<file path="config.mk">
export PLATFORM = sky130hd
export DESIGN_NAME = tle_ctrl
export DESIGN_NICKNAME = d
export VERILOG_FILES = /design/src/rtl/tle_pkg.sv /design/src/rtl/tle_ctrl.sv
export SDC_FILE = /design/constraint.sdc
export NUM_CORES = 1
export LEC_CHECK = 0
export BUFFER_PORTS_ARGS = -buffer_cell sky130_fd_sc_hd__buf_2
export CAP_MARGIN = 10
export CORE_MARGIN = 4
export CORE_UTILIZATION = 61
export CTS_CLUSTER_SIZE = 8
export DETAILED_ROUTE_END_ITERATION = 6
export PLACE_DENSITY = 0.85
export SLEW_MARGIN = 20
export SYNTH_ARGS = -nofsm -noshare
export SYNTH_HDL_FRONTEND = slang
export SYNTH_SLANG_ARGS = --single-unit
</file>
<file path="constraint.sdc">
create_clock -name aclk -period 5.1 [get_ports aclk]
set_clock_uncertainty 0.05 [all_clocks]
set_input_delay 0.51 -clock aclk [delete_from_list [all_inputs] [get_ports aclk]]
set_output_delay 0.51 -clock aclk [all_outputs]
set_load 0.02 [all_outputs]
</file>
<file path="src/rtl/tle_pkg.sv">
package tle_pkg;

    localparam int LINE_CAP_DEF   = 64;
    localparam int HIST_DEPTH_DEF = 8;

    typedef enum logic [3:0] {
        K_NONE      = 4'd0,
        K_ECHO      = 4'd1,
        K_LEFT      = 4'd2,
        K_RIGHT     = 4'd3,
        K_REDRAW    = 4'd4,
        K_REDRAW_E  = 4'd5,
        K_LINE_CHAR = 4'd6,
        K_ENTER_E   = 4'd7,
        K_CANCEL    = 4'd8
    } kind_t;

    localparam logic [7:0] CH_ESC  = 8'd27;
    localparam logic [7:0] CH_DEL  = 8'd127;
    localparam logic [7:0] CH_BS   = 8'd8;
    localparam logic [7:0] CH_ETX  = 8'd3;
    localparam logic [7:0] CH_CR   = 8'd13;
    localparam logic [7:0] CH_LF   = 8'd10;
    localparam logic [7:0] CH_SP   = 8'd32;
    localparam logic [7:0] CH_LBR  = 8'h5b;
    localparam logic [7:0] CH_UP   = 8'h41;
    localparam logic [7:0] CH_DOWN = 8'h42;
    localparam logic [7:0] CH_RGT  = 8'h43;
    localparam logic [7:0] CH_LFT  = 8'h44;

    // datapath operations issued by the controller
    typedef enum logic [3:0] {
        OP_IDLE,
        OP_LINE_RD,    // read line[addr]
        OP_LINE_WR,    // line[addr] <= wdata
        OP_HIST_RD,    // read hist[slot][addr]
        OP_HIST_WR,    // hist[slot][addr] <= wdata
        OP_LEN_RD,     // read hist length[slot]
        OP_LEN_WR      // hist length[slot] <= wdata
    } dp_op_t;

    typedef struct packed {
        dp_op_t     op;
        logic [5:0] addr;
        logic [4:0] slot;
        logic [7:0] wdata;
    } dp_cmd_t;

    typedef struct packed {
        logic [7:0] line_q;
        logic [7:0] hist_q;
        logic [5:0] len_q;
    } dp_stat_t;

    function automatic logic [7:0] upcase(input logic [7:0] c);
        upcase = (c >= 8'h61 && c <= 8'h7a) ? c - 8'd32 : c;
    endfunction

endpackage

</file>
<file path="src/rtl/tle_ctrl.sv">
module tle_ctrl
    import tle_pkg::*;
#(
    parameter int LINE_CAP   = LINE_CAP_DEF,
    parameter int HIST_DEPTH = HIST_DEPTH_DEF
) (
    input  logic       aclk,
    input  logic       aresetn,
    input  logic       s_valid,
    output logic       s_ready,
    input  logic [7:0] s_rx_byte,
    output logic       m_valid,
    input  logic       m_ready,
    output logic [3:0] m_kind,
    output logic [7:0] m_char_out,
    output logic [5:0] m_cursor,
    output logic [5:0] m_length,
    output logic       m_last,
    output dp_cmd_t    cmd,
    input  dp_stat_t   stat
);
    localparam logic [5:0] LMAX = 6'(LINE_CAP - 1);
    localparam logic [5:0] HD   = 6'(HIST_DEPTH);

    typedef enum logic [4:0] {
        S_IDLE, S_DECODE, S_OUT,
        S_SHR_RD, S_SHR_WT, S_SHR_WR,      // insert shift right
        S_SHL_RD, S_SHL_WT, S_SHL_WR,      // delete shift left
        S_RD_RD, S_RD_WT, S_RD_OUT,        // redraw / deliver sweep
        S_CMP_LEN, S_CMP_LWT, S_CMP_RD, S_CMP_WT, S_CMP_CHK,
        S_CPY_RD, S_CPY_WT, S_CPY_WR,      // line -> history
        S_LD_LEN, S_LD_LWT, S_LD_N, S_LD_RD, S_LD_WT, S_LD_WR, // history -> line
        S_RIGHT_WT, S_SEND_LINE
    } state_t;

    state_t     state_reg;
    logic [7:0] ch_reg;
    logic [5:0] len_reg, cur_reg, i_reg, n_reg;
    logic [1:0] esc_reg;
    logic [5:0] cnt_reg, rec_reg;
    logic [4:0] old_reg;
    logic [4:0] slot_reg;
    logic [3:0] kind_reg, sweep_kind_reg;
    logic [7:0] och_reg;
    logic       last_reg, mval_reg;
    state_t     ret_reg;
    dp_cmd_t    cmd_reg;

    // ring slot of a logical index
    function automatic logic [4:0] slot_of(input logic [4:0] o, input logic [5:0] l);
        logic [6:0] t;
        t = {2'b00, o} + {1'b0, l};
        if (t >= {1'b0, HD}) t = t - {1'b0, HD};
        slot_of = t[4:0];
    endfunction

    function automatic logic [4:0] inc_slot(input logic [4:0] o);
        inc_slot = (({1'b0, o} + 6'd1) >= HD) ? 5'd0 : o + 5'd1;
    endfunction

    assign s_ready    = (state_reg == S_IDLE);
    assign m_valid    = mval_reg;
    assign m_kind     = kind_reg;
    assign m_char_out = och_reg;
    assign m_cursor   = cur_reg;
    assign m_length   = len_reg;
    assign m_last     = last_reg;
    assign cmd        = cmd_reg;

    // controller: state, counters and the result register
    always_ff @(posedge aclk) begin
        cmd_reg.op <= OP_IDLE;
        if (!aresetn) begin
            state_reg <= S_IDLE;
            len_reg   <= '0;
            cur_reg   <= '0;
            esc_reg   <= '0;
            cnt_reg   <= '0;
            old_reg   <= '0;
            rec_reg   <= '0;
            mval_reg  <= 1'b0;
            cmd_reg   <= '{op: OP_IDLE, addr: '0, slot: '0, wdata: '0};
        end else begin
            unique case (state_reg)
                S_IDLE: begin
                    if (s_valid) begin
                        ch_reg    <= s_rx_byte;
                        state_reg <= S_DECODE;
                    end
                end
                S_DECODE: begin
                    kind_reg <= K_NONE;
                    och_reg  <= '0;
                    last_reg <= 1'b1;
                    state_reg <= S_OUT;
                    if (esc_reg == 2'd1) begin
                        esc_reg <= (ch_reg == CH_LBR) ? 2'd2 : 2'd0;
                    end else if (esc_reg == 2'd2) begin
                        esc_reg <= 2'd0;
                        if (ch_reg == CH_UP) begin
                            if (cnt_reg != '0 && (rec_reg >= cnt_reg || rec_reg != '0)) begin
                                rec_reg <= (rec_reg >= cnt_reg) ? cnt_reg - 6'd1
                                                                : rec_reg - 6'd1;
                                slot_reg <= slot_of(old_reg, (rec_reg >= cnt_reg) ?
                                                    cnt_reg - 6'd1 : rec_reg - 6'd1);
                                state_reg <= S_LD_LEN;
                            end
                        end else if (ch_reg == CH_DOWN) begin
                            if (cnt_reg != '0 && rec_reg < cnt_reg) begin
                                if (rec_reg + 6'd1 < cnt_reg) begin
                                    rec_reg  <= rec_reg + 6'd1;
                                    slot_reg <= slot_of(old_reg, rec_reg + 6'd1);
                                    state_reg <= S_LD_LEN;
                                end else begin
                                    len_reg <= '0;
                                    cur_reg <= '0;
                                    rec_reg <= cnt_reg;
                                    kind_reg <= K_REDRAW_E;
                                end
                            end
                        end else if (ch_reg == CH_RGT) begin
                            if (cur_reg < len_reg) begin
                                cmd_reg.op   <= OP_LINE_RD;
                                cmd_reg.addr <= cur_reg;
                                state_reg <= S_RIGHT_WT;
                            end
                        end else if (ch_reg == CH_LFT) begin
                            if (cur_reg > 0) begin
                                cur_reg  <= cur_reg - 6'd1;
                                kind_reg <= K_LEFT;
                            end
                        end
                    end else begin
                        esc_reg <= 2'd0;
                        if (ch_reg == CH_ESC) begin
                            esc_reg <= 2'd1;
                        end else if (ch_reg == CH_CR || ch_reg == CH_LF) begin
                            if (len_reg == 0) begin
                                kind_reg <= K_ENTER_E;
                                rec_reg  <= cnt_reg;
                            end else if (cnt_reg != '0) begin
                                slot_reg  <= slot_of(old_reg, cnt_reg - 6'd1);
                                state_reg <= S_CMP_LEN;
                            end else begin
                                state_reg <= S_CPY_RD;
                                slot_reg  <= slot_of(old_reg, cnt_reg);
                                cnt_reg   <= cnt_reg + 6'd1;
                                i_reg     <= '0;
                            end
                        end else if (ch_reg == CH_BS || ch_reg == CH_DEL) begin
                            if (cur_reg != 0) begin
                                i_reg     <= cur_reg - 6'd1;
                                state_reg <= S_SHL_RD;
                            end
                        end else if (ch_reg == CH_ETX) begin
                            len_reg <= '0;
                            cur_reg <= '0;
                            rec_reg <= cnt_reg;
                            kind_reg <= K_CANCEL;
                        end else if (ch_reg >= CH_SP && ch_reg < CH_DEL) begin
                            if (len_reg < LMAX) begin
                                if (cur_reg == len_reg) begin
                                    cmd_reg.op    <= OP_LINE_WR;
                                    cmd_reg.addr  <= len_reg;
                                    cmd_reg.wdata <= ch_reg;
                                    len_reg  <= len_reg + 6'd1;
                                    cur_reg  <= len_reg + 6'd1;
                                    kind_reg <= K_ECHO;
                                    och_reg  <= ch_reg;
                                end else begin
                                    i_reg     <= len_reg;
                                    state_reg <= S_SHR_RD;
                                end
                            end
                        end
                    end
                end
                // single result beat out, then idle
                S_OUT: begin
                    if (!mval_reg) mval_reg <= 1'b1;
                    else if (m_ready) begin
                        mval_reg  <= 1'b0;
                        state_reg <= S_IDLE;
                    end
                end
                S_RIGHT_WT: state_reg <= S_SEND_LINE;
                S_SEND_LINE: begin
                    kind_reg  <= K_RIGHT;
                    och_reg   <= stat.line_q;
                    cur_reg   <= cur_reg + 6'd1;
                    state_reg <= S_OUT;
                end
                // insert: move line[i-1] to line[i] down to the cursor
                S_SHR_RD: begin
                    if (i_reg > cur_reg) begin
                        cmd_reg.op   <= OP_LINE_RD;
                        cmd_reg.addr <= i_reg - 6'd1;
                        state_reg    <= S_SHR_WT;
                    end else begin
                        cmd_reg.op    <= OP_LINE_WR;
                        cmd_reg.addr  <= cur_reg;
                        cmd_reg.wdata <= ch_reg;
                        len_reg <= len_reg + 6'd1;
                        cur_reg <= cur_reg + 6'd1;
                        n_reg   <= len_reg + 6'd1;
                        sweep_kind_reg <= K_REDRAW;
                        i_reg     <= '0;
                        state_reg <= S_RD_RD;
                    end
                end
                S_SHR_WT: state_reg <= S_SHR_WR;
                S_SHR_WR: begin
                    cmd_reg.op    <= OP_LINE_WR;
                    cmd_reg.addr  <= i_reg;
                    cmd_reg.wdata <= stat.line_q;
                    i_reg     <= i_reg - 6'd1;
                    state_reg <= S_SHR_RD;
                end
                // delete: move line[i+1] to line[i]
                S_SHL_RD: begin
                    if (i_reg + 6'd1 < len_reg) begin
                        cmd_reg.op   <= OP_LINE_RD;
                        cmd_reg.addr <= i_reg + 6'd1;
                        state_reg    <= S_SHL_WT;
                    end else begin
                        len_reg <= len_reg - 6'd1;
                        cur_reg <= cur_reg - 6'd1;
                        n_reg   <= len_reg - 6'd1;
                        sweep_kind_reg <= K_REDRAW;
                        i_reg     <= '0;
                        state_reg <= S_RD_RD;
                    end
                end
                S_SHL_WT: state_reg <= S_SHL_WR;
                S_SHL_WR: begin
                    cmd_reg.op    <= OP_LINE_WR;
                    cmd_reg.addr  <= i_reg;
                    cmd_reg.wdata <= stat.line_q;
                    i_reg     <= i_reg + 6'd1;
                    state_reg <= S_SHL_RD;
                end
                // sweep n characters of the line out as result beats; an empty line gives one K_REDRAW_E beat
                S_RD_RD: begin
                    if (n_reg == '0) begin
                        kind_reg  <= K_REDRAW_E;
                        och_reg   <= '0;
                        last_reg  <= 1'b1;
                        state_reg <= S_OUT;
                    end else begin
                        cmd_reg.op   <= OP_LINE_RD;
                        cmd_reg.addr <= i_reg;
                        state_reg    <= S_RD_WT;
                    end
                end
                S_RD_WT: begin
                    kind_reg  <= sweep_kind_reg;
                    state_reg <= S_RD_OUT;
                end
                S_RD_OUT: begin
                    if (!mval_reg) begin
                        och_reg  <= stat.line_q;
                        last_reg <= (i_reg + 6'd1 == n_reg);
                        mval_reg <= 1'b1;
                    end else if (m_ready) begin
                        mval_reg <= 1'b0;
                        if (last_reg) begin
                            state_reg <= S_IDLE;
                        end else begin
                            i_reg     <= i_reg + 6'd1;
                            state_reg <= S_RD_RD;
                        end
                    end
                end
                // compare with newest history entry
                S_CMP_LEN: begin
                    cmd_reg.op   <= OP_LEN_RD;
                    cmd_reg.slot <= slot_reg;
                    state_reg    <= S_CMP_LWT;
                end
                S_CMP_LWT: state_reg <= S_CMP_RD;
                S_CMP_RD: begin
                    state_reg <= S_CMP_CHK;
                    i_reg     <= '0;
                    n_reg     <= stat.len_q;
                end
                S_CMP_CHK: begin
                    if (n_reg != len_reg) begin
                        i_reg     <= '0;
                        state_reg <= S_CPY_RD;
                        if (cnt_reg < HD) begin
                            slot_reg <= slot_of(old_reg, cnt_reg);
                            cnt_reg  <= cnt_reg + 6'd1;
                        end else begin
                            slot_reg <= old_reg;
                            old_reg  <= inc_slot(old_reg);
                        end
                    end else if (i_reg == len_reg) begin
                        // duplicate of the newest entry: deliver and clear
                        n_reg          <= len_reg;
                        len_reg        <= '0;
                        cur_reg        <= '0;
                        rec_reg        <= cnt_reg;
                        i_reg          <= '0;
                        sweep_kind_reg <= K_LINE_CHAR;
                        state_reg      <= S_RD_RD;
                    end else begin
                        cmd_reg.op   <= OP_LINE_RD;
                        cmd_reg.addr <= i_reg;
                        cmd_reg.slot <= slot_reg;
                        state_reg    <= S_CMP_WT;
                    end
                end
                S_CMP_WT: begin
                    cmd_reg.op <= OP_HIST_RD;
                    state_reg  <= S_CPY_WT;
                    ret_reg    <= S_CMP_CHK;
                end
                // copy line into history slot
                S_CPY_RD: begin
                    if (i_reg == len_reg) begin
                        cmd_reg.op    <= OP_LEN_WR;
                        cmd_reg.slot  <= slot_reg;
                        cmd_reg.wdata <= {2'b00, len_reg};
                        // deliver the line, the editor is already cleared
                        n_reg          <= len_reg;
                        len_reg        <= '0;
                        cur_reg        <= '0;
                        rec_reg        <= cnt_reg;
                        i_reg          <= '0;
                        sweep_kind_reg <= K_LINE_CHAR;
                        state_reg      <= S_RD_RD;
                    end else begin
                        cmd_reg.op   <= OP_LINE_RD;
                        cmd_reg.addr <= i_reg;
                        ret_reg      <= S_CPY_WR;
                        state_reg    <= S_CPY_WT;
                    end
                end
                S_CPY_WT: begin
                    state_reg <= ret_reg;
                end
                S_CPY_WR: begin
                    cmd_reg.op    <= OP_HIST_WR;
                    cmd_reg.addr  <= i_reg;
                    cmd_reg.slot  <= slot_reg;
                    cmd_reg.wdata <= stat.line_q;
                    i_reg     <= i_reg + 6'd1;
                    state_reg <= S_CPY_RD;
                end
                // recall history entry into the line
                S_LD_LEN: begin
                    cmd_reg.op   <= OP_LEN_RD;
                    cmd_reg.slot <= slot_reg;
                    state_reg    <= S_LD_LWT;
                end
                S_LD_LWT: state_reg <= S_LD_N;
                S_LD_N: begin
                    n_reg     <= (stat.len_q > LMAX) ? LMAX : stat.len_q;
                    i_reg     <= '0;
                    state_reg <= S_LD_RD;
                end
                S_LD_RD: begin
                    if (i_reg == n_reg) begin
                        len_reg <= n_reg;
                        cur_reg <= n_reg;
                        i_reg   <= '0;
                        sweep_kind_reg <= K_REDRAW;
                        state_reg <= S_RD_RD;
                    end else begin
                        cmd_reg.op   <= OP_HIST_RD;
                        cmd_reg.addr <= i_reg;
                        cmd_reg.slot <= slot_reg;
                        state_reg    <= S_LD_WT;
                    end
                end
                S_LD_WT: state_reg <= S_LD_WR;
                S_LD_WR: begin
                    cmd_reg.op    <= OP_LINE_WR;
                    cmd_reg.addr  <= i_reg;
                    cmd_reg.wdata <= stat.hist_q;
                    i_reg     <= i_reg + 6'd1;
                    state_reg <= S_LD_RD;
                end
                default: state_reg <= S_IDLE;
            endcase
            // compare step: check the fetched pair
            if (state_reg == S_CPY_WT && ret_reg == S_CMP_CHK) begin
                if (upcase(stat.hist_q) != upcase(stat.line_q)) n_reg <= ~len_reg;
                else i_reg <= i_reg + 6'd1;
            end
        end
    end
endmodule

</file>
==> results.yml, run 1 <==
cells_and_area:
  fin_area_um2: 11000
  drive_gt1_frac: 0.123
  largest_register_ffs: 22
  final_nets: 1472
  area_growth_pct: 8.82
  diodes: 0
  stdcell_count: 1583
timing:
  setup_viol: 0
  slew_viol_final: 0
  fin_crit_sh: 0.891
  finalSetupTns_ns: 0
  rsz0062_at_grt: "false"
  slew-limit-headroom: 0.339
  hold_violations: 0
  timing.hold.ws_ns: 0.268
  min_period_ns: 4.55
  fmax_mhz: 220
  tightest_slew_ns: 0.990
clocking:
  cts.sinks: 102
  clkSlewWorstSetupHoldPaths_ns: 0.09
  root_buffer: "clkbuf_16"
  clock_path_buffers: 2
  cts-htree-levels: 3
  cts_made_buffers: 9
  cts_tree: "yes"
  insertion_delay_ns: 0.37
  post_cts_buffers: 0
logic_synthesis:
  synth_area_um2: 10100
  ys_ff_latch: 102
  yosys_warnings: 0
  synth_area_per_cell_um2: 7.67
  synth_edf_count: 43
  synth_cell_types: 91
  synth_top_flop_cell: "dfxtp_1"
  async_flop_share: 0
  yosysSeqAreaShare: 0.244
  synth_cells: 1322
  syn_nets: 1432
global_routing:
  grt_overflow: 0
  grt_use_total: 0.373
  grt_pass1_vias: 9937
  grt_max_degree: 42
  grt_pass1_wl_um: 54800
  antenna_found_initial: 0
die:
  coreArea_um2: 16100
  die_w_um: 137
  rows: 46
  num_io_pins: 84
  dieArea_um2: 18800
  start_util: 0.630
  die_h_um: 137
routing:
  drc: 1
  drt_iter0_drc: 1895
  detailedRoute.firstPassIterationCount: 7
  met1Wirelength_um: 14000
  highest_layer: "met4"
  dr_wl_met2_um: 14900
  route.met3.wl_um: 4970
  dr_total_vias: 11100
  post_drt_wl_per_cell_um: 22.5
  via_per_inst: 6.99
  antenna_left: 0
  routed_wl_um: 35600
power_and_ir_drop:
  p_switching_uw: 2500
  power_frac_seq: 0.273
  power_uw: 4900
  power_frac_clock: 0.150
  combPwrFrac: 0.577
  cellPowerDensity_nw_per_um2: 443
  vdd_drop_max_mv: 0.348
  internal-power_uw: 2400
  p_sw_frac: 0.510
  power_leakage_uw: 0.00455
hold_path:
  min_from: "s_rx_byte[4]"
  min_path_type: "in2reg"
  hold_end: "ch_reg[4]"
  min_delay_path_depth: 1
critical_path:
  endpoint_kind: "flop"
  r2r_start: "cnt_reg[3]"
  critPathKind: "reg2reg"
  r2r_cells: 18
  r2r_setup_slack_ns: 0.55
  critPathRequiredTime_ns: 5.23
  regToRegEndpoint: "slot_reg[3]"
  critical_path_peak_fanout: 9
  arrival_ns: 4.68
  start_kind: "flop"
placed_design:
  globalplace.congestion: 1.03
  dp_hpwl_um: 26600
  dp_cells: 1567
  placed_area_um2: 10700
  io_buffer_count: 82
status:
  violations: "DRC"
  outcome: "finished with violations"
run:
  cap_violations: 0
worst max path at each step:
stage	cells after the start	start	slack (ns)	end
final	18	cnt_reg[3]	0.55	slot_reg[3]
after global routing	18	cnt_reg[3]	0.14	slot_reg[4]
after CTS	18	cnt_reg[3]	0.50	slot_reg[4]
after detailed placement	18	cnt_reg[3]	0.54	slot_reg[4]
after global placement	19	cnt_reg[3]	0.75	slot_reg[3]
after floorplan	20	cnt_reg[3]	1.04	slot_reg[3]
placed cells by master, fill, tap and decap left out, types with 15 or more instances in the layout:
master    synthesis  final
a222oi_1         15     15
a31oi_1          17     17
nor3_1           39     39
and3_1           21     21
a21oi_1          99     99
inv_1            54     54
a211oi_1         22     22
ha_1             72     72
o21ai_0          74     73
a22oi_1          15     15
xnor2_1          48     48
nor2_1          127    127
a21o_1           25     25
nand2b_1         19     19
edfxtp_1         43     43
buf_4             3     32
dfxtp_1          59     59
a221oi_1         15     15
nand3_1          52     52
buf_2            18     82
nand2_1         144    144
xor2_1           32     32
through the flow:
step,utilization,worst slack (ns)
2_1_floorplan,-,1.04
3_3_place_gp,0.665,0.752
3_5_place_dp,0.665,0.538
5_1_grt,0.685,0.137
4_1_cts,0.685,0.501
6_report,0.685,0.554
layout make-up:
class                   count  area, um^2
clock buffers               9         225
clock inverters             7        93.8
fillers                  1392        5070
inverters                  56         210
multi-input cells        1079        7120
flip-flops and latches    102        2470
well taps                 216         270
repair buffers            114         651
cells in the mapped netlist (all sizes together) (19+ instances only):
cell type / n / area share
nand2: 144 / 0.053
nor2: 127 / 0.047
a21oi: 100 / 0.050
o21ai: 74 / 0.037
ha: 72 / 0.089
dfxtp: 59 / 0.12
clkbuf: 56 / 0.021
inv: 55 / 0.020
nand3: 53 / 0.027
xnor2: 48 / 0.041
edfxtp: 43 / 0.13
nor3: 42 / 0.023
xor2: 32 / 0.028
buf: 29 / 0.014
a21o: 25 / 0.018
a211oi: 22 / 0.016
and3: 21 / 0.013
nand2b: 19 / 0.012
worst max-delay path, stage by stage (launching register included):
cell and delay (ns):
dfxtp_1 0.49, inv_1 0.16, ha_1 0.32, a21oi_1 0.06, o21ai_1 0.28, a21o_1 0.38
mux2i_1 0.45, ha_1 0.31, a211oi_1 0.30, nor2_1 0.10, xor2_1 0.24, inv_1 0.09
ha_1 0.21, nor2b_1 0.14, nand2_1 0.08, mux2i_1 0.12, o221ai_1 0.21, o31ai_1 0.10
o32ai_1 0.28
power by group through the flow:
| stage | Combinational, uW | Clock, uW | Sequential (uW) |
|---|---|---|---|
| 6_report | 2820 | 733 | 1340 |
| 5_1_grt | 3010 | 769 | 1350 |
| 4_1_cts | 2700 | 739 | 1320 |
| 3_5_place_dp | 2680 | 0 | 1340 |
| 3_3_place_gp | 2650 | 0 | 1330 |
| 2_1_floorplan | 1950 | 0 | 1260 |
repair_timing:
action	4_1_cts	5_1_grt
endpoints found under the setup margin	0	1
resized for setup	0	1
hold buffers	0	0
layer usage:
metal  up-vias  global-route usage
li1       4977                   -
met1      5020               0.523
met2       914               0.562
met3       159              0.0743
met4         0               0.153
met5         -                   0
logic make-up after synthesis:
logic type      synth area share
other cells             0.000370
fa+ha+maj                 0.0967
compound gates             0.261
xor+xnor                  0.0691
flops                      0.244
simple gates               0.254
buf+inv                   0.0555
mux                       0.0194
Power figures use the tool's default switching activity.
==> inputs of run 2 (changes only) <==
==> constraint.sdc (replaced) <==
create_clock -name aclk -period 5.29 [get_ports aclk]
set_clock_uncertainty 0.05 [all_clocks]
set_input_delay 0.529 -clock aclk [delete_from_list [all_inputs] [get_ports aclk]]
set_output_delay 0.529 -clock aclk [all_outputs]
set_load 0.02 [all_outputs]
==> run 2 against run 1 <==
Largest power group unchanged; cell count decreased by 0.51%; clock power decreased by 1%; clock-buffer cell count increased by 1; the flow still finishes with violations (DRC); critical path type unchanged; sequential share of layout area increased by 0.10 points; maximum frequency decreased by 3.9%; sequential cell count unchanged; combinational power decreased by 7%; die area unchanged; register-to-register slack about the same.
==> results.yml, run 2 (synthesis results as in run 1) <==
cells_and_area:
  drive_gt1_frac: 0.119
  final_cell_mix: "nand2_1, nor2_1, a21oi_1"
  final_nets: 1464
  final_common_cell: "nand2_1"
  nFillCells: 1402
  diodes: 0
  stdcell_count: 1575
  multi_input_area_um2: 7130
  seqCellArea_um2: 2470
  largest_register_ffs: 22
  area_growth_pct: 8.32
clocking:
  ctsHoldBuffers: 0
  cts-htree-levels: 3
  insertion_delay_ns: 0.37
  root_buffer: "clkbuf_16"
  cts_tree: "yes"
  clkSlewWorstSetupHoldPaths_ns: 0.08
  cts.sinks: 102
  postCtsResizedCells: 0
  post_cts_buffers: 0
  clock_path_buffers: 2
  cts_made_buffers: 9
placed_design:
  dp_hpwl_um: 27000
  globalplace.congestion: 1.01
  dp_cells: 1559
  io_buffer_count: 82
critical_path:
  critPathKind: "reg2reg"
  critical_path_peak_fanout: 9
  arrival_ns: 4.77
  cp_slowest_stage_delay_ns: 0.49
  crit_chain: "inv_1 -> ha_1 -> a21oi_1 -> o21ai_0 -> a21o_1 -> a21oi_1 -> ha_1 -> fa_1 -> a21o_1 -> a21oi_1 -> xnor2_1 -> inv_1 -> ha_1 -> nor2b_1 -> nand4_1 -> mux2i_1 -> a211oi_1 -> o21ai_0 -> a41oi_1"
  endpoint_kind: "flop"
  crit_buf_inv: 2
  start_kind: "flop"
  crit_family: "compound AO/OA/AOI/OAI gates"
  critPathRequiredTime_ns: 5.33
  crit_path_top_delay_cell: "dfxtp_1"
power_and_ir_drop:
  power_leakage_uw: 0.00452
  cellPowerDensity_nw_per_um2: 427
  vdd_drop_max_mv: 0.335
timing:
  finalSetupTns_ns: 0
  tightest_slew_ns: 1.17
  hold_violations: 0
  slew_viol_final: 0
  slew-limit-headroom: 0.211
  fmax_mhz: 211
  setup_viol: 0
  rsz0062_at_grt: "false"
  min_period_ns: 4.73
  fin_crit_sh: 0.894
routing:
  post_drt_wl_per_cell_um: 22.8
  routed_wl_um: 35900
  dr_total_vias: 11100
  drc: 5
  detailedRoute.firstPassIterationCount: 7
  drt_iter0_drc: 1797
  antenna_left: 0
  via_per_inst: 7.06
die:
  rows: 46
  die_h_um: 137
  coreArea_um2: 16100
  start_util: 0.630
  die_w_um: 137
  dieArea_um2: 18800
  num_io_pins: 84
global_routing:
  grt_max_degree: 42
  grt_pass1_vias: 10200
  antenna_found_initial: 0
  grt_pass1_wl_um: 55500
  grt_overflow: 0
  grt_use_total: 0.379
run:
  cap_violations: 0
status:
  violations: "DRC"
  outcome: "finished with violations"
hold_path:
  min_path_type: "in2reg"
==> run 2: cell count changes in the layout (fill, tap and decap cells not counted), sizes merged <==
cell | previous run | this run
buf | 114 | 106
clkinv | 7 | 3
inv | 56 | 59
clkbuf | 9 | 10
==> run 2: final timing paths <==
kind                startpoint     endpoint  slack, ns  depth (start not counted)
setup / recovery    cnt_reg[3]  slot_reg[4]       0.56                         19
hold / removal    s_rx_byte[2]    ch_reg[2]       0.28                          1
setup reg to reg    cnt_reg[3]  slot_reg[4]       0.56                         19
hold reg to reg         cmd[3]       cmd[3]       0.41                          2
==> run 2: final cells by class <==
class / count / share of cell area
clock buffer: 10 / 0.0228
clock inverter: 6 / 0.00615
inverter: 56 / 0.0191
multi-input combinational: 1079 / 0.649
sequential: 102 / 0.225
tap: 216 / 0.0246
timing repair buffer: 106 / 0.0537
==> run 2: report_power, final <==
group / switching (uW) / leakage, uW / internal (uW)
clock network: 360 / 0.000157 / 365
registers: 336 / 0.000881 / 1000
logic: 1680 / 0.00348 / 952
total: 2380 / 0.00452 / 2320
==> run 2: stage by stage <==
stage	hold WS (ns)	setup WS (ns)	area (um^2)	util	total power, uW
2_1_floorplan	0.429	1.23	10100	-	3090
4_1_cts	0.269	0.672	11000	0.681	4580
6_report	0.278	0.559	11000	0.682	4690
3_5_place_dp	0.396	0.707	10700	0.661	3850
3_3_place_gp	0.389	0.944	10700	0.661	3800
5_1_grt	0.267	0.142	11000	0.682	4940
==> run 2: layer usage <==
| layer | wire, um | part of all wire | vias to the layer above | track usage |
|---|---|---|---|---|
| li1 | - | - | 4965 | - |
| met1 | 14100 | 0.39 | 5123 | 0.520 |
| met2 | 15200 | 0.42 | 847 | 0.560 |
| met3 | 4730 | 0.13 | 187 | 0.0982 |
| met4 | 1780 | 0.050 | 0 | 0.171 |
| met5 | 0 | 0 | - | 0 |
